===== config.mk =====
export PLATFORM = sky130hd
export DESIGN_NAME = stack_access_address_unit_flat
export DESIGN_NICKNAME = d
export VERILOG_FILES = /design/src/rtl/sau_pkg.sv /design/src/rtl/sau_if.sv /design/src/rtl/stack_access_address_unit.sv /design/src/rtl/sau_beat_gen.sv /design/src/rtl/sau_out_stage.sv /design/src/flat_wrapper.sv
export SDC_FILE = /design/constraint.sdc
export NUM_CORES = 1
export LEC_CHECK = 0
export ABC_CLOCK_PERIOD_IN_PS = 7770
export BUFFER_PORTS_ARGS = -buffer_cell sky130_fd_sc_hd__buf_2
export CAP_MARGIN = 15
export CORE_MARGIN = 2
export CORE_UTILIZATION = 40
export CTS_CLUSTER_DIAMETER = 80
export DETAILED_ROUTE_END_ITERATION = 16
export PLACE_DENSITY = 0.66
export SYNTH_ARGS = -nofsm -noshare
export SYNTH_HDL_FRONTEND = slang
export SYNTH_SLANG_ARGS = --single-unit
export TNS_END_PERCENT = 50

===== constraint.sdc =====
create_clock -name clk -period 7.77 [get_ports clk]
set_input_delay 0.3885 -clock clk [delete_from_list [all_inputs] [get_ports clk]]
set_output_delay 0.3885 -clock clk [all_outputs]
set_load 0.005 [all_outputs]

===== src/rtl/sau_pkg.sv =====
// Shared types, codes and constants for the stack access address unit.
// No dependencies.
package sau_pkg;

    localparam int ADDR_W                = 32;
    localparam int SLOT_W                = 3;
    localparam int OP_W                  = 4;
    localparam int MULTI_REGISTER_COUNT  = 8;
    localparam int BEAT_W                = $clog2(MULTI_REGISTER_COUNT);
    localparam int KMUL_W                = BEAT_W + 1;
    localparam int DELTA_W               = KMUL_W + 2;

    localparam logic [ADDR_W-1:0] MASK16 = 32'h0000_FFFF;
    localparam logic [SLOT_W-1:0] SAVED_SP_SLOT = 3'd4;
    localparam logic [BEAT_W-1:0] FINAL_BEAT = BEAT_W'(MULTI_REGISTER_COUNT - 1);

    typedef enum logic [OP_W-1:0] {
        OP_LOAD_SP = 4'd0,
        OP_PUSH16  = 4'd1,
        OP_PUSH32  = 4'd2,
        OP_POP16   = 4'd3,
        OP_POP32   = 4'd4,
        OP_PUSHA   = 4'd5,
        OP_PUSHAD  = 4'd6,
        OP_POPA    = 4'd7,
        OP_POPAD   = 4'd8
    } op_t;

    typedef enum logic {
        CFG_STACK_IS_32BIT = 1'b0,
        CFG_SEGMENT_BASE   = 1'b1
    } cfg_index_t;

    typedef struct packed {
        logic              access_valid;
        logic              is_write;
        logic              access_wide;
        logic [ADDR_W-1:0] linear_address;
        logic [ADDR_W-1:0] write_value;
        logic [SLOT_W-1:0] register_slot;
        logic              slot_from_register_file;
        logic              discard_read;
        logic [ADDR_W-1:0] new_stack_pointer;
        logic              last;
    } result_t;

    // Beat generator status towards the sequencer
    typedef struct packed {
        logic drop;    // unknown code: consumed, nothing emitted
        logic multi;   // multi-register operation, advances the beat count
        logic last;    // final beat of the item
    } beat_status_t;

endpackage


===== src/rtl/sau_if.sv =====
// Channel interfaces: request, result and configuration write.
// Depends on sau_pkg.
interface sau_req_if;
    logic                          valid;
    logic                          ready;
    logic [sau_pkg::OP_W-1:0]      operation;
    logic [sau_pkg::ADDR_W-1:0]    operand_value;

    modport source (output valid, output operation, output operand_value, input ready);
    modport sink   (input valid, input operation, input operand_value, output ready);
endinterface

interface sau_rsp_if;
    logic                          valid;
    logic                          ready;
    logic                          access_valid;
    logic                          is_write;
    logic                          access_wide;
    logic [sau_pkg::ADDR_W-1:0]    linear_address;
    logic [sau_pkg::ADDR_W-1:0]    write_value;
    logic [sau_pkg::SLOT_W-1:0]    register_slot;
    logic                          slot_from_register_file;
    logic                          discard_read;
    logic [sau_pkg::ADDR_W-1:0]    new_stack_pointer;
    logic                          last;

    modport source (output valid, output access_valid, output is_write, output access_wide,
                    output linear_address, output write_value, output register_slot,
                    output slot_from_register_file, output discard_read,
                    output new_stack_pointer, output last, input ready);
    modport sink   (input valid, input access_valid, input is_write, input access_wide,
                    input linear_address, input write_value, input register_slot,
                    input slot_from_register_file, input discard_read,
                    input new_stack_pointer, input last, output ready);
endinterface

interface sau_cfg_if;
    logic                          valid;
    logic                          ready;
    logic                          index;
    logic [sau_pkg::ADDR_W-1:0]    data;

    modport source (output valid, output index, output data, input ready);
    modport sink   (input valid, input index, input data, output ready);
endinterface


===== src/rtl/stack_access_address_unit.sv =====
// Top level of the stack access address unit: item register, pointer state,
// beat generator and result register. Depends on sau_pkg, sau_if, sau_beat_gen, sau_out_stage.
//
//  channel | dir | handshake     | carries
//  --------+-----+---------------+----------------------------------------------
//  cfg     | in  | valid/ready   | index (0 stack_is_32bit, 1 base), data
//  req     | in  | valid/ready   | operation, operand_value
//  rsp     | out | valid/ready   | one access request per beat; one or eight per item
//
// Timing: load, push and pop items issue one beat each, back to back; pusha,
// pushad, popa and popad issue eight beats, one beat per cycle while rsp is not
// stalled, paced by the beat counter walking the held item. Unknown codes are
// taken and dropped with no beat issued. Reset: pointer 0, 16-bit wrap, segment base 0,
// nothing in flight. Stalls: the result register holds a beat while rsp is stalled
// and the held item waits; req is ready when no item is held or the held item issues
// its final beat.
module stack_access_address_unit (
    input  logic       clk,
    input  logic       rst_n,
    sau_cfg_if.sink    cfg,
    sau_req_if.sink    req,
    sau_rsp_if.source  rsp
);

    // configuration
    logic                        is32_reg;
    logic [sau_pkg::ADDR_W-1:0]  ss_base_reg;

    // held item
    logic                        item_valid_reg;
    logic                        item_valid_next;
    logic [sau_pkg::OP_W-1:0]    item_op_reg;
    logic [sau_pkg::ADDR_W-1:0]  item_val_reg;

    // architectural state
    logic [sau_pkg::ADDR_W-1:0]  sp_reg;
    logic [sau_pkg::BEAT_W-1:0]  beat_reg;

    sau_pkg::result_t      beat_result;
    sau_pkg::beat_status_t beat_status;
    logic                  out_space;
    logic                  fire;
    logic                  done;
    logic                  take;

    assign cfg.ready = 1'b1;

    always_ff @(posedge clk or negedge rst_n)
    begin
        if (!rst_n)
        begin
            is32_reg    <= 1'b0;
            ss_base_reg <= '0;
        end
        else if (cfg.valid)
        begin
            case (cfg.index)
                sau_pkg::CFG_STACK_IS_32BIT: is32_reg    <= cfg.data[0];
                sau_pkg::CFG_SEGMENT_BASE:   ss_base_reg <= cfg.data;
                default: ;
            endcase
        end
    end

    sau_beat_gen u_beat_gen (
        .op       (item_op_reg),
        .operand  (item_val_reg),
        .sp       (sp_reg),
        .beat     (beat_reg),
        .is32     (is32_reg),
        .ss_base  (ss_base_reg),
        .result   (beat_result),
        .status   (beat_status)
    );

    // A dropped code needs no room in the result register
    assign fire = item_valid_reg && (beat_status.drop || out_space);
    assign done = fire && (beat_status.drop || beat_status.last);

    assign req.ready       = !item_valid_reg || done;
    assign take            = req.valid && req.ready;
    assign item_valid_next = take || (item_valid_reg && !done);

    always_ff @(posedge clk or negedge rst_n)
    begin
        if (!rst_n)
            item_valid_reg <= 1'b0;
        else
            item_valid_reg <= item_valid_next;
    end

    always_ff @(posedge clk)
    begin
        if (take)
        begin
            item_op_reg  <= req.operation;
            item_val_reg <= req.operand_value;
        end
    end

    // Pointer moves once per item, on its final beat; beat count wraps to 0 after eight
    always_ff @(posedge clk or negedge rst_n)
    begin
        if (!rst_n)
        begin
            sp_reg   <= '0;
            beat_reg <= '0;
        end
        else if (fire && !beat_status.drop)
        begin
            if (beat_status.last)
                sp_reg <= beat_result.new_stack_pointer;
            if (beat_status.multi)
                beat_reg <= beat_reg + 1'b1;
        end
    end

    sau_out_stage u_out_stage (
        .clk    (clk),
        .rst_n  (rst_n),
        .load   (fire && !beat_status.drop),
        .result (beat_result),
        .space  (out_space),
        .rsp    (rsp)
    );

endmodule


===== src/rtl/sau_beat_gen.sv =====
// Combinational beat generator: one result from the held item, pointer and beat.
// Depends on sau_pkg.
module sau_beat_gen (
    input  logic [sau_pkg::OP_W-1:0]    op,
    input  logic [sau_pkg::ADDR_W-1:0]  operand,
    input  logic [sau_pkg::ADDR_W-1:0]  sp,
    input  logic [sau_pkg::BEAT_W-1:0]  beat,
    input  logic                        is32,
    input  logic [sau_pkg::ADDR_W-1:0]  ss_base,
    output sau_pkg::result_t            result,
    output sau_pkg::beat_status_t       status
);

    logic [sau_pkg::ADDR_W-1:0]  mask;
    logic [sau_pkg::ADDR_W-1:0]  off_addr;
    logic [sau_pkg::ADDR_W-1:0]  off_nsp;
    logic [sau_pkg::KMUL_W-1:0]  k_addr;
    logic [sau_pkg::KMUL_W-1:0]  k_nsp;
    logic [sau_pkg::DELTA_W-1:0] d_addr;
    logic [sau_pkg::DELTA_W-1:0] d_nsp;
    logic [sau_pkg::SLOT_W-1:0]  slot;
    logic                        wide;
    logic                        down;
    logic                        is_push1;
    logic                        is_pop1;
    logic                        is_pusha;
    logic                        is_popa;

    assign mask = is32 ? '1 : sau_pkg::MASK16;

    always_comb
    begin
        is_push1 = 1'b0;
        is_pop1  = 1'b0;
        is_pusha = 1'b0;
        is_popa  = 1'b0;
        wide     = 1'b0;
        status   = '0;
        case (op)
            sau_pkg::OP_LOAD_SP: ;
            sau_pkg::OP_PUSH16:  is_push1 = 1'b1;
            sau_pkg::OP_PUSH32:  begin is_push1 = 1'b1; wide = 1'b1; end
            sau_pkg::OP_POP16:   is_pop1 = 1'b1;
            sau_pkg::OP_POP32:   begin is_pop1 = 1'b1; wide = 1'b1; end
            sau_pkg::OP_PUSHA:   is_pusha = 1'b1;
            sau_pkg::OP_PUSHAD:  begin is_pusha = 1'b1; wide = 1'b1; end
            sau_pkg::OP_POPA:    is_popa = 1'b1;
            sau_pkg::OP_POPAD:   begin is_popa = 1'b1; wide = 1'b1; end
            default:             status.drop = 1'b1;
        endcase
        status.multi = is_pusha | is_popa;
        status.last  = !(is_pusha | is_popa) || (beat == sau_pkg::FINAL_BEAT);
    end

    // Step multiples: pushes predecrement, pops read at the current offset
    always_comb
    begin
        down = is_push1 | is_pusha;
        if (is_pusha)
            k_addr = sau_pkg::KMUL_W'(beat) + 1'b1;
        else if (is_popa)
            k_addr = sau_pkg::KMUL_W'(beat);
        else if (is_push1)
            k_addr = sau_pkg::KMUL_W'(1);
        else
            k_addr = '0;
        k_nsp = (is_pusha | is_popa) ? sau_pkg::KMUL_W'(sau_pkg::MULTI_REGISTER_COUNT)
                                     : sau_pkg::KMUL_W'(1);
    end

    assign d_addr = sau_pkg::DELTA_W'(k_addr) << (wide ? 2 : 1);
    assign d_nsp  = sau_pkg::DELTA_W'(k_nsp)  << (wide ? 2 : 1);

    assign off_addr = (down ? sp - sau_pkg::ADDR_W'(d_addr)
                            : sp + sau_pkg::ADDR_W'(d_addr)) & mask;
    assign off_nsp  = (down ? sp - sau_pkg::ADDR_W'(d_nsp)
                            : sp + sau_pkg::ADDR_W'(d_nsp)) & mask;

    // popa walks the slots downwards
    assign slot = is_popa ? sau_pkg::SLOT_W'(sau_pkg::FINAL_BEAT - beat)
                          : sau_pkg::SLOT_W'(beat);

    always_comb
    begin
        result      = '0;
        result.last = status.last;
        if (op == sau_pkg::OP_LOAD_SP)
            result.new_stack_pointer = operand;
        else
        begin
            result.access_valid      = 1'b1;
            result.is_write          = down;
            result.access_wide       = wide;
            result.linear_address    = off_addr + ss_base;
            result.new_stack_pointer = off_nsp | (sp & ~mask);
            if (is_push1)
                result.write_value = wide ? operand : (operand & sau_pkg::MASK16);
            if (status.multi)
            begin
                result.register_slot           = slot;
                result.slot_from_register_file = (slot != sau_pkg::SAVED_SP_SLOT);
                result.discard_read            = is_popa && (slot == sau_pkg::SAVED_SP_SLOT);
                if (is_pusha && slot == sau_pkg::SAVED_SP_SLOT)
                    result.write_value = wide ? sp : (sp & sau_pkg::MASK16);
            end
        end
    end

endmodule


===== src/rtl/sau_out_stage.sv =====
// Result register towards the result channel.
// Depends on sau_pkg and sau_rsp_if.
module sau_out_stage (
    input  logic              clk,
    input  logic              rst_n,
    input  logic              load,
    input  sau_pkg::result_t  result,
    output logic              space,
    sau_rsp_if.source         rsp
);

    logic             valid_reg;
    logic             valid_next;
    sau_pkg::result_t data_reg;

    assign space      = !valid_reg || rsp.ready;
    assign valid_next = load || (valid_reg && !rsp.ready);

    always_ff @(posedge clk or negedge rst_n)
    begin
        if (!rst_n)
            valid_reg <= 1'b0;
        else
            valid_reg <= valid_next;
    end

    always_ff @(posedge clk)
    begin
        if (load)
            data_reg <= result;
    end

    assign rsp.valid                   = valid_reg;
    assign rsp.access_valid            = data_reg.access_valid;
    assign rsp.is_write                = data_reg.is_write;
    assign rsp.access_wide             = data_reg.access_wide;
    assign rsp.linear_address          = data_reg.linear_address;
    assign rsp.write_value             = data_reg.write_value;
    assign rsp.register_slot           = data_reg.register_slot;
    assign rsp.slot_from_register_file = data_reg.slot_from_register_file;
    assign rsp.discard_read            = data_reg.discard_read;
    assign rsp.new_stack_pointer       = data_reg.new_stack_pointer;
    assign rsp.last                    = data_reg.last;

endmodule


===== src/flat_wrapper.sv =====
// flat-port wrapper written by rule: the top's interface ports become plain ports
module stack_access_address_unit_flat 
  (clk, rst_n, cfg_valid, cfg_index, cfg_data, cfg_ready, req_valid, req_operation, req_operand_value, req_ready, rsp_valid, rsp_access_valid, rsp_is_write, rsp_access_wide, rsp_linear_address, rsp_write_value, rsp_register_slot, rsp_slot_from_register_file, rsp_discard_read, rsp_new_stack_pointer, rsp_last, rsp_ready);
  sau_cfg_if cfg_i ();
  sau_req_if req_i ();
  sau_rsp_if rsp_i ();
  input  logic clk;
  input  logic rst_n;
  input wire logic [$bits(cfg_i.valid)-1:0] cfg_valid;
  input wire logic [$bits(cfg_i.index)-1:0] cfg_index;
  input wire logic [$bits(cfg_i.data)-1:0] cfg_data;
  output wire logic [$bits(cfg_i.ready)-1:0] cfg_ready;
  input wire logic [$bits(req_i.valid)-1:0] req_valid;
  input wire logic [$bits(req_i.operation)-1:0] req_operation;
  input wire logic [$bits(req_i.operand_value)-1:0] req_operand_value;
  output wire logic [$bits(req_i.ready)-1:0] req_ready;
  output wire logic [$bits(rsp_i.valid)-1:0] rsp_valid;
  output wire logic [$bits(rsp_i.access_valid)-1:0] rsp_access_valid;
  output wire logic [$bits(rsp_i.is_write)-1:0] rsp_is_write;
  output wire logic [$bits(rsp_i.access_wide)-1:0] rsp_access_wide;
  output wire logic [$bits(rsp_i.linear_address)-1:0] rsp_linear_address;
  output wire logic [$bits(rsp_i.write_value)-1:0] rsp_write_value;
  output wire logic [$bits(rsp_i.register_slot)-1:0] rsp_register_slot;
  output wire logic [$bits(rsp_i.slot_from_register_file)-1:0] rsp_slot_from_register_file;
  output wire logic [$bits(rsp_i.discard_read)-1:0] rsp_discard_read;
  output wire logic [$bits(rsp_i.new_stack_pointer)-1:0] rsp_new_stack_pointer;
  output wire logic [$bits(rsp_i.last)-1:0] rsp_last;
  input wire logic [$bits(rsp_i.ready)-1:0] rsp_ready;
  assign cfg_i.valid = cfg_valid;
  assign cfg_i.index = cfg_index;
  assign cfg_i.data = cfg_data;
  assign cfg_ready = cfg_i.ready;
  assign req_i.valid = req_valid;
  assign req_i.operation = req_operation;
  assign req_i.operand_value = req_operand_value;
  assign req_ready = req_i.ready;
  assign rsp_valid = rsp_i.valid;
  assign rsp_access_valid = rsp_i.access_valid;
  assign rsp_is_write = rsp_i.is_write;
  assign rsp_access_wide = rsp_i.access_wide;
  assign rsp_linear_address = rsp_i.linear_address;
  assign rsp_write_value = rsp_i.write_value;
  assign rsp_register_slot = rsp_i.register_slot;
  assign rsp_slot_from_register_file = rsp_i.slot_from_register_file;
  assign rsp_discard_read = rsp_i.discard_read;
  assign rsp_new_stack_pointer = rsp_i.new_stack_pointer;
  assign rsp_last = rsp_i.last;
  assign rsp_i.ready = rsp_ready;
  stack_access_address_unit u_core (.clk(clk), .rst_n(rst_n), .cfg(cfg_i), .req(req_i), .rsp(rsp_i));
endmodule

==> results of run 1 <==
-- cell usage in the layout (no fill, tap or decap), types with 19 or more instances in the layout --
| cell | count |
|---|---|
| xor2_1 | 32 |
| a21o_1 | 43 |
| nor2_1 | 131 |
| buf_2 | 180 |
| xnor2_1 | 56 |
| nand2b_1 | 27 |
| inv_1 | 32 |
| dlygate4sd3_1 | 19 |
| edfxtp_1 | 141 |
| ha_1 | 100 |
| mux2_2 | 52 |
| o21ai_0 | 76 |
| a21oi_1 | 111 |
| nand2_1 | 108 |
| clkbuf_16 | 24 |
| dfrtp_1 | 70 |
-- cells in the mapped netlist, types with 4 or more instances --
cell type,count
a22o_1,16
a211oi_1,11
a211o_1,4
a31oi_1,18
a31o_2,5
nand3_1,18
and4_1,5
and2_1,13
o211ai_1,8
nor3_1,10
nor3b_1,4
and3_1,10
o22ai_1,4
ha_1,100
nor2_1,133
inv_1,33
o21ai_0,76
o21a_1,9
a21o_1,43
o31ai_1,7
a21boi_0,7
clkbuf_1,33
xor2_1,32
a22oi_1,18
mux2i_1,5
dfrtp_1,70
nand2b_1,27
nand4_1,13
or3_1,6
a21oi_1,111
edfxtp_1,141
xnor2_1,56
nand2_1,108
mux2_2,52
buf_2,5
buf_1,8
nor2b_1,8
o21bai_1,8
-- layer usage --
layer	part of all wire, %	up-vias
li1	-	5181
met1	47	5010
met2	44	310
met3	6.0	46
met4	2.0	0
met5	0	-
-- final timing paths --
path | depth (start not counted) | to | startpoint | slack, ns
worst max-delay path | 27 | u_core.u_out_stage.rsp.linear_address[31] | u_core.item_op_reg[3] | 0.91
worst min-delay path | 1 | u_core.item_val_reg[11] | req_operand_value[11] | 0.02
worst max register to register | 27 | u_core.u_out_stage.rsp.linear_address[31] | u_core.item_op_reg[3] | 0.91
worst min register to register | 1 | u_core.ss_base_reg[6] | u_core.ss_base_reg[6] | 0.52
max in group asynchronous | 2 | u_core.ss_base_reg[25] | rst_n | 6.99
min in group asynchronous | 2 | u_core.sp_reg[8] | rst_n | 0.11
-- cell type report --
class	count	area, sq um	area share [%]
multi-input cells	1002	6910	44.17
well taps	442	553.0	3.535
clock buffers	30	643.1	4.110
repair buffers	213	1196	7.645
flip-flops and latches	211	5986	38.26
inverters	35	133.9	0.8557
clock inverters	14	224.0	1.431
-- power groups by stage --
stage                     Combinational (mW)  Clock (mW)  Sequential, mW
after floorplan                         3.10           0            1.84
after global placement                  3.98           0            1.92
after detailed placement                4.02           0            1.92
after CTS                               4.06        1.25            1.90
after global routing                    4.59        1.29            1.94
final                                   4.07        1.22            1.91
-- worst max-delay path: stages (launching register included) --
cell and delay [ns]:
edfxtp_1 0.55, nor4b_2 0.25, a31o_2 0.31, mux2_2 0.29, nand2b_1 0.23, nand2b_1 0.20, ha_1 0.24, or3_1 0.37
o21ai_0 0.09, ha_1 0.30, nor2b_1 0.15, o21ai_0 0.17, a21boi_0 0.20, o311ai_0 0.53, a211oi_1 0.27, and3_1 0.26
a31oi_1 0.20, xor2_1 0.16, nor2_1 0.07, ha_1 0.37, nand2_1 0.07, nor2_1 0.16, nand4_1 0.10, o21ai_0 0.53
nand4_1 0.17, o211a_1 0.17, a21o_1 0.15, a21oi_1 0.12
-- kinds of logic (layout without fill, tap and decap cells) --
family | count (synthesis) | count (layout) | synth area share, %
compound gates | 381 | 381 | 18.57
xor+xnor | 88 | 88 | 5.843
fa+ha+maj | 103 | 103 | 9.940
buf+inv | 82 | 292 | 2.409
flops | 211 | 211 | 45.38
mux | 57 | 57 | 4.818
other cells | 2 | 4 | 0.05693
simple gates | 369 | 369 | 12.99
-- what timing repair did --
action,CTS,global route
hold buffers,19,0
endpoints found under the hold margin,19,0
resized for setup,0,0
==> results.toml, run 1 <==
[cells_and_area]
stdcell_area_sq_um = 15650
diodes = 0
layout.nets = 1664
drive_above_1_share_pct = 20.20
area_growth_pct = 18.61
n_fill_cell = 3072
final_util_pct = 48.09
finalNonFillerCells = 1947

[routing]
vias = 10550
drtPass1Iterations = 5
drt-initial-drc-count = 667
wl_um = 35680
ant_nets = 0
vias_per_cell = 5.417
routedWlPerCell_um = 18.33
drc = 0

[sta]
clock_skew_ns = 0.02024
hold_ws_ns = 0.02023
fin_setup_tns_ns = 0
setup_ws_ns = 0.9058
slew-limit-headroom_pct = 31.11
post-route-min-period_ns = 6.864
timing.final.crit_share_pct = 88.34
fmax_mhz = 145.7
drv_slew = 0
rsz0062_at_grt = "false"
hold_viol_final = 0
setup_viol = 0
worst_slew_pin_slew_ns = 1.033

[global_route]
grtUsageMet3_pct = 3.033
first_global_vias = 10180
grt_usage_pct = 20.35
use_met2_pct = 32.33
antenna_found_initial = 0
use_met1_pct = 29.21
gr-total-overflow = 0
top_usage_layer = "met2"
grt_start_max_net_pins = 72
grt_first_pass_wirelength_um = 54930

[floorplan]
die_y_um = 185.6
initial_core_util_pct = 40.54
die_w_um = 185.6
ios = 182
die_area_sq_um = 34450
fp.coreArea_sq_um = 32540
rows = 66

[synthesis]
synth-seq-cells = 211
syn_inst = 1293
ys_warn_count = 0
async_flop_share_pct = 33.18
synth_top_area_cell = "edfxtp_1"
avgSynthCellArea_sq_um = 10.20
ys.flop_type = "edfxtp_1"
ys_types = 75
yosys-top-cells-area = "edfxtp_1 32%, dfrtp_1 13%, ha_1 9.5%, mux2_2 4.4%, a21oi_1 4.2%"
synth_top_area_share_pct = 32.10
netlist_area_sq_um = 13190
synth-edff-count = 141
seq_area_frac_synth_pct = 45.38

[place]
dp.cells = 1884
gp_congestion = 0.9480
hpwlAfterDp_um = 26260
pre_cts_ws_ns = 0.9313
place_area_sq_um = 14590
io_buffers = 180

[setup_path]
worst-setup-path-type = "register to register"
critical_path_required_ns = 8.17
end_kind = "register"
crit_path_start_kind = "register"
critical_path.max_fanout = 12
cp.arrival_ns = 7.26

[clock_network]
cts-root-buf = "clkbuf_16"
cts_sinks = 211
postCtsSetupRepairBufs = 0
clkSlewWorstSetupHoldPaths_ns = 0.06
cts_tree = "built"
cts_made_buffers = 24
clockBufferDepth = 3
htreeDepth = 1
clk_latency_ns = 0.55

[power_and_ir_drop]
power.internal_mw = 4.154
clockPowerShare_pct = 16.9
switching_power_mw = 3.041
switching_share_pct = 42.26
total_power_mw = 7.195
pwr-share-comb_pct = 56.6
p_leak_nw = 6.685
ir_worst_vdd_mv = 0.2182
p_per_area_nw_per_um2 = 459.8
power_frac_seq_pct = 26.5

[outcome]
outcome = "finished, final reports clean"

[flow_run]
cap_violations = 0

[min_path]
hp-class = "input port to register"
No activity file was read; power rests on OpenSTA's default activity.
==> run 2: changes to the inputs <==
HOLD_SLACK_MARGIN = 0.15   (was unset)
==> run 2 against run 1 <==
Clock power hardly changed. Wire length increased by 1.9%. Highest routed layer unchanged. Worst hold slack better by 0.15 ns. Fmax barely moved. Critical path type unchanged. Utilization rose by 1.6 points. Sequential share of layout area is 1.2 points lower. Die area is the same.
==> results.toml, run 2 (synthesis gave the netlist of run 1 again) <==
[cells_and_area]
finalNonFillerCells = 1999
final_common_cell = "buf_2"
diodes = 0
area_growth_pct = 22.56
drive_above_1_share_pct = 19.52
layout_common_cells = "180 x buf_2, 141 x edfxtp_1, 131 x nor2_1, 111 x a21oi_1, 108 x nand2_1"
layout.nets = 1716

[routing]
ant_nets = 0
vias = 10730
vias_per_cell = 5.366
drc = 0
drtPass1Iterations = 5
routedWlPerCell_um = 18.19
wl_um = 36370
drt-initial-drc-count = 680

[global_route]
first_global_vias = 10450
grt_first_pass_wirelength_um = 56010
grt_usage_pct = 20.74
gr-total-overflow = 0
grt_start_max_net_pins = 72
antenna_found_initial = 0

[sta]
timing.final.crit_share_pct = 88.39
post-route-min-period_ns = 6.868
rsz0062_at_grt = "false"
slew-limit-headroom_pct = 30.90
clock_skew_ns = 0.02167
drv_slew = 0
fmax_mhz = 145.6
hold_viol_final = 0
setup_viol = 0
worst_slew_pin_slew_ns = 1.037
fin_setup_tns_ns = 0

[floorplan]
fp.coreArea_sq_um = 32540
die_w_um = 185.6
die_y_um = 185.6
die_area_sq_um = 34450
initial_core_util_pct = 40.54
ios = 182
rows = 66

[clock_network]
postCtsHoldBufs = 71
cts_tree = "built"
clkSlewWorstSetupHoldPaths_ns = 0.07
cts_made_buffers = 24
cts_sinks = 211
postCtsSetupRepairBufs = 0
htreeDepth = 1
clk_latency_ns = 0.55
cts-root-buf = "clkbuf_16"
clockBufferDepth = 3
cts_resized = 0

[setup_path]
critical_path_required_ns = 8.17
cp.arrival_ns = 7.27
crit_path_start_kind = "register"
worst-setup-path-type = "register to register"
critical_path.max_fanout = 12
end_kind = "register"

[power_and_ir_drop]
p_leak_nw = 6.902
p_per_area_nw_per_um2 = 446.4
ir_worst_vdd_mv = 0.2189
clockPowerShare_pct = 16.9
pwr-share-comb_pct = 56.7
power.internal_mw = 4.171
switching_power_mw = 3.046
power_frac_seq_pct = 26.4
switching_share_pct = 42.20

[min_path]
hp-class = "input port to register"

[place]
dp.cells = 1884
hpwlAfterDp_um = 26260
gp_congestion = 0.9480
io_buffers = 180

[outcome]
outcome = "finished, final reports clean"

[flow_run]
cap_violations = 0
[run 2: changes by cell type in the layout (fill, tap and decap cells not counted), sizes merged]
cell,change
dlygate4sd3,+52
[run 2: cell type report]
type,count,area [sq um]
Clock buffer,30,643.1
Clock inverter,14,224.0
Inverter,35,133.9
Tap cell,442,553.0
Timing Repair Buffer,265,1717
Sequential cell,211,5986
Fill cell,3018,16370
Multi-Input combinational cell,1002,6910
[run 2: power groups by stage]
| stage | logic (mW) | registers [mW] | clock network [mW] |
|---|---|---|---|
| global route | 4.61 | 1.94 | 1.28 |
| CTS | 4.08 | 1.90 | 1.25 |
| finish | 4.09 | 1.91 | 1.22 |
| floorplan | 3.10 | 1.84 | 0 |
| global placement | 3.98 | 1.92 | 0 |
| detailed placement | 4.02 | 1.92 | 0 |
[run 2: path summary, 6_finish.rpt]
check	from	end	slack, ns	cells after the start
min in group asynchronous	rst_n	u_core.u_out_stage.rsp.valid	0.64	3
max	u_core.item_op_reg[3]	u_core.u_out_stage.rsp.linear_address[31]	0.90	27
max in group asynchronous	rst_n	u_core.ss_base_reg[25]	6.45	3
max reg2reg	u_core.item_op_reg[3]	u_core.u_out_stage.rsp.linear_address[31]	0.90	27
min	cfg_data[0]	u_core.ss_base_reg[0]	0.17	2
min reg2reg	u_core.ss_base_reg[6]	u_core.ss_base_reg[6]	0.52	1
[run 2: stage by stage]
stage | power (mW) | area (sq um) | hold WS (ns) | setup WS [ns] | utilization [%]
CTS | 7.225 | 16170 | 0.1600 | 0.9201 | 49.69
floorplan | 4.935 | 13200 | 0.09291 | 1.854 | -
global route | 7.835 | 16170 | 0.1645 | 0.2393 | 49.69
detailed placement | 5.944 | 14590 | 0.5081 | 0.9313 | 44.84
finish | 7.217 | 16170 | 0.1715 | 0.9021 | 49.69
global placement | 5.904 | 14590 | 0.4978 | 1.066 | 44.84
[run 2: critical path, cell delays in order (launching register included)]
cell      delay [ns]
edfxtp_1        0.55
nor4b_2         0.25
a31o_2          0.31
mux2_2          0.30
nand2b_1        0.24
nand2b_1        0.21
ha_1            0.24
or3_1           0.37
o21ai_0         0.09
ha_1            0.30
nor2b_1         0.15
o21ai_0         0.17
a21boi_0        0.21
o311ai_0        0.53
a211oi_1        0.27
and3_1          0.26
a31oi_1         0.20
xor2_1          0.16
nor2_1          0.07
ha_1            0.37
nand2_1         0.07
nor2_1          0.16
nand4_1         0.10
o21ai_0         0.53
nand4_1         0.17
o211a_1         0.17
a21o_1          0.15
a21oi_1         0.12
[run 2: routing by layer]
layer | up-vias | GRT usage (%) | routed length (um)
met5 | - | 0 | 0
met1 | 5086 | 29.38 | 17300
met4 | 0 | 4.976 | 744
met2 | 308 | 33.48 | 16360
li1 | 5285 | - | -
met3 | 48 | 3.072 | 1964
==> run 3: changes to the inputs <==
CAP_MARGIN = 20   (was 15)
SYNTH_HIERARCHICAL = 1   (was unset)
==> run 3 against run 2 <==
Setup slack lost 0.15 ns. Worst hold slack improved by 0.10 ns. Fmax is 2.1% lower. Cell area increased by 2.6%. Non-clock buffer count up 3. Sequential power is essentially flat. Clock-buffer cell count is 4 higher. Global-route usage down 0.81 points. Area after synthesis rose by 3.0%. Combinational power increased by 10%. Synthesized cell count is 1.8% lower. Critical path type unchanged. Largest power group unchanged. Highest routed layer unchanged.
==> results.toml, run 3 <==
[synthesis]
yosys.cell_count.top_type = "edfxtp_1"
synth-seq-cells = 211
ys.flop_type = "edfxtp_1"
yosys-top-cells-area = "edfxtp_1 31%, dfrtp_1 13%, ha_1 9.2%, mux2_2 3.3%, mux2_4 3.3%"
synth_top_area_share_pct = 31.15
async_flop_share_pct = 33.18
ys_warn_count = 6
synth-edff-count = 141
synth_top_area_cell = "edfxtp_1"
avgSynthCellArea_sq_um = 10.70
synthTopCellsByCount = "141 x edfxtp_1, 100 x ha_1, 94 x nor2_1, 81 x a21oi_1, 78 x nand2_1"
ys_types = 80
netlist_area_sq_um = 13590
seq_area_frac_synth_pct = 44.04
syn_inst = 1270

[floorplan]
die_w_um = 188.3
die_area_sq_um = 35470
die_y_um = 188.3
fp.coreArea_sq_um = 33530
rows = 67
initial_core_util_pct = 40.54
ios = 182

[global_route]
grt_usage_pct = 19.93
gr-total-overflow = 0
antenna_found_initial = 0
grt_first_pass_wirelength_um = 56890
grt_start_max_net_pins = 71
first_global_vias = 10550

[routing]
wl_um = 36110
ant_nets = 0
drtPass1Iterations = 6
drc = 0
drt-initial-drc-count = 738
routedWlPerCell_um = 18.14
vias = 10780
vias_per_cell = 5.413

[setup_path]
cp-startpoint = "u_core/item_op_reg[2]"
crit_path_max_incr_delay_ns = 0.38
end_kind = "register"
crit_family = "compound AO/OA/AOI/OAI gates"
critical_path_buf_inv_count = 2
crit_path_start_kind = "register"
cp.arrival_ns = 7.31
worst_path_most_repeated_cell = "ha_1"
critical_path_required_ns = 8.06
crit_slowest_cell = "edfxtp_1"
worst-setup-path-type = "register to register"
critical_path.max_fanout = 6
r2r_start = "u_core/item_op_reg[2]"

[cells_and_area]
layout.nets = 1700
finalNonFillerCells = 1991
area_growth_pct = 22.04
drive_above_1_share_pct = 21.97
layout_common_cells = "180 x buf_2, 141 x edfxtp_1, 100 x ha_1, 93 x nor2_1, 81 x a21oi_1"
final_common_cell = "buf_2"
diodes = 0

[sta]
setup_ws_ns = 0.7545
post-route-min-period_ns = 7.015
rsz0062_at_grt = "false"
drv_slew = 0
hold_viol_final = 0
clock_skew_ns = 0.02513
setup_viol = 0
timing.final.crit_share_pct = 90.29
fmax_mhz = 142.5
worst_slew_pin_slew_ns = 1.008
slew-limit-headroom_pct = 32.63
fin_setup_tns_ns = 0
hold_ws_ns = 0.2736

[min_path]
hp-class = "input port to register"
hold_start = "cfg_valid"

[power_and_ir_drop]
ir_worst_vdd_mv = 0.2077
p_per_area_nw_per_um2 = 459.3
p_leak_nw = 7.283

[clock_network]
clkSlewWorstSetupHoldPaths_ns = 0.06
cts_made_buffers = 26
clk_latency_ns = 0.54
cts-root-buf = "clkbuf_16"
clockBufferDepth = 3
postCtsSetupRepairBufs = 0
htreeDepth = 1
cts_sinks = 211
cts_tree = "built"

[outcome]
outcome = "finished, final reports clean"

[place]
dp.cells = 1870
gp_congestion = 0.8905
hpwlAfterDp_um = 25080
pre_cts_ws_ns = 0.3989
io_buffers = 180

[flow_run]
cap_violations = 0
## run 3: changes by cell type in the layout (fill, tap and decap cells not counted), sizes merged, moves of 15 or more
| cell | delta |
|---|---|
| xnor2 | -16 |
| mux2 | +18 |
| a21oi | -32 |
| nand2 | -29 |
| nor3 | +17 |
| nand3 | +15 |
| nor2 | -39 |
| o21a | +21 |
## run 3: cell type report
cell class	instances	area (sq um)
Clock buffer	34	711.9
Clock inverter	14	133.9
Fill cell	3051	16940
Inverter	41	153.9
Multi-Input combinational cell	975	7271
Sequential cell	211	5986
Tap cell	448	560.5
Timing Repair Buffer	268	1772
## run 3: logic make-up after synthesis
logic type,synth area share (%)
simple gates,13.47
compound gates,17.86
flops,44.04
fa+ha+maj,9.647
buf+inv,2.817
mux,7.677
xor+xnor,4.418
other cells,0.08284
## run 3: worst paths after layout
path / endpoint / slack, ns / cells past startpoint
setup / recovery: u_core/u_out_stage/rsp.linear_address[30] / 0.75 / 28
hold / removal: u_core/is32_reg / 0.27 / 3
setup reg to reg: u_core/u_out_stage/rsp.linear_address[30] / 0.75 / 28
hold reg to reg: u_core/ss_base_reg[5] / 0.51 / 1
max in group asynchronous: u_core/ss_base_reg[10] / 6.77 / 4
min in group asynchronous: u_core/u_out_stage/rsp.valid / 0.42 / 3
## run 3: report_power, final
part | internal (mW) | switching, mW
Combinational | 2.05 | 2.45
Sequential | 1.67 | 0.251
Clock | 0.713 | 0.484
Total | 4.43 | 3.19
## run 3: what timing repair did
action                                 in CTS  in global routing
endpoints found under the hold margin     106                  0
hold buffers                               71                  0
gates resized for setup                     0                  5
setup endpoints to repair                   0                 12
## run 3: routing by layer
| metal | track usage, % | share of wire (%) | up-vias |
|---|---|---|---|
| li1 | - | - | 5288 |
| met1 | 28.39 | 48 | 5128 |
| met2 | 32.53 | 45 | 313 |
| met3 | 2.496 | 5.3 | 48 |
| met4 | 4.447 | 1.7 | 0 |
| met5 | 0 | 0 | - |
## run 3: worst reg2reg max path, delay by kind of cell, from the launching register on
| family | cells | cell delay, ns |
|---|---|---|
| compound gates | 16 | 3.80 |
| fa+ha+maj | 4 | 1.24 |
| simple gates | 5 | 0.90 |
| flops | 1 | 0.38 |
| buf+inv | 2 | 0.32 |
| mux | 1 | 0.13 |
## run 3: metrics by stage
stage               power [mW]  cell area, sq um  util, %
floorplan                5.274             13600        -
global placement         6.297             14970    44.65
detailed placement       6.336             14970    44.65
CTS                      7.615             16530    49.29
global route             8.272             16590    49.47
finish                   7.618             16590    49.47
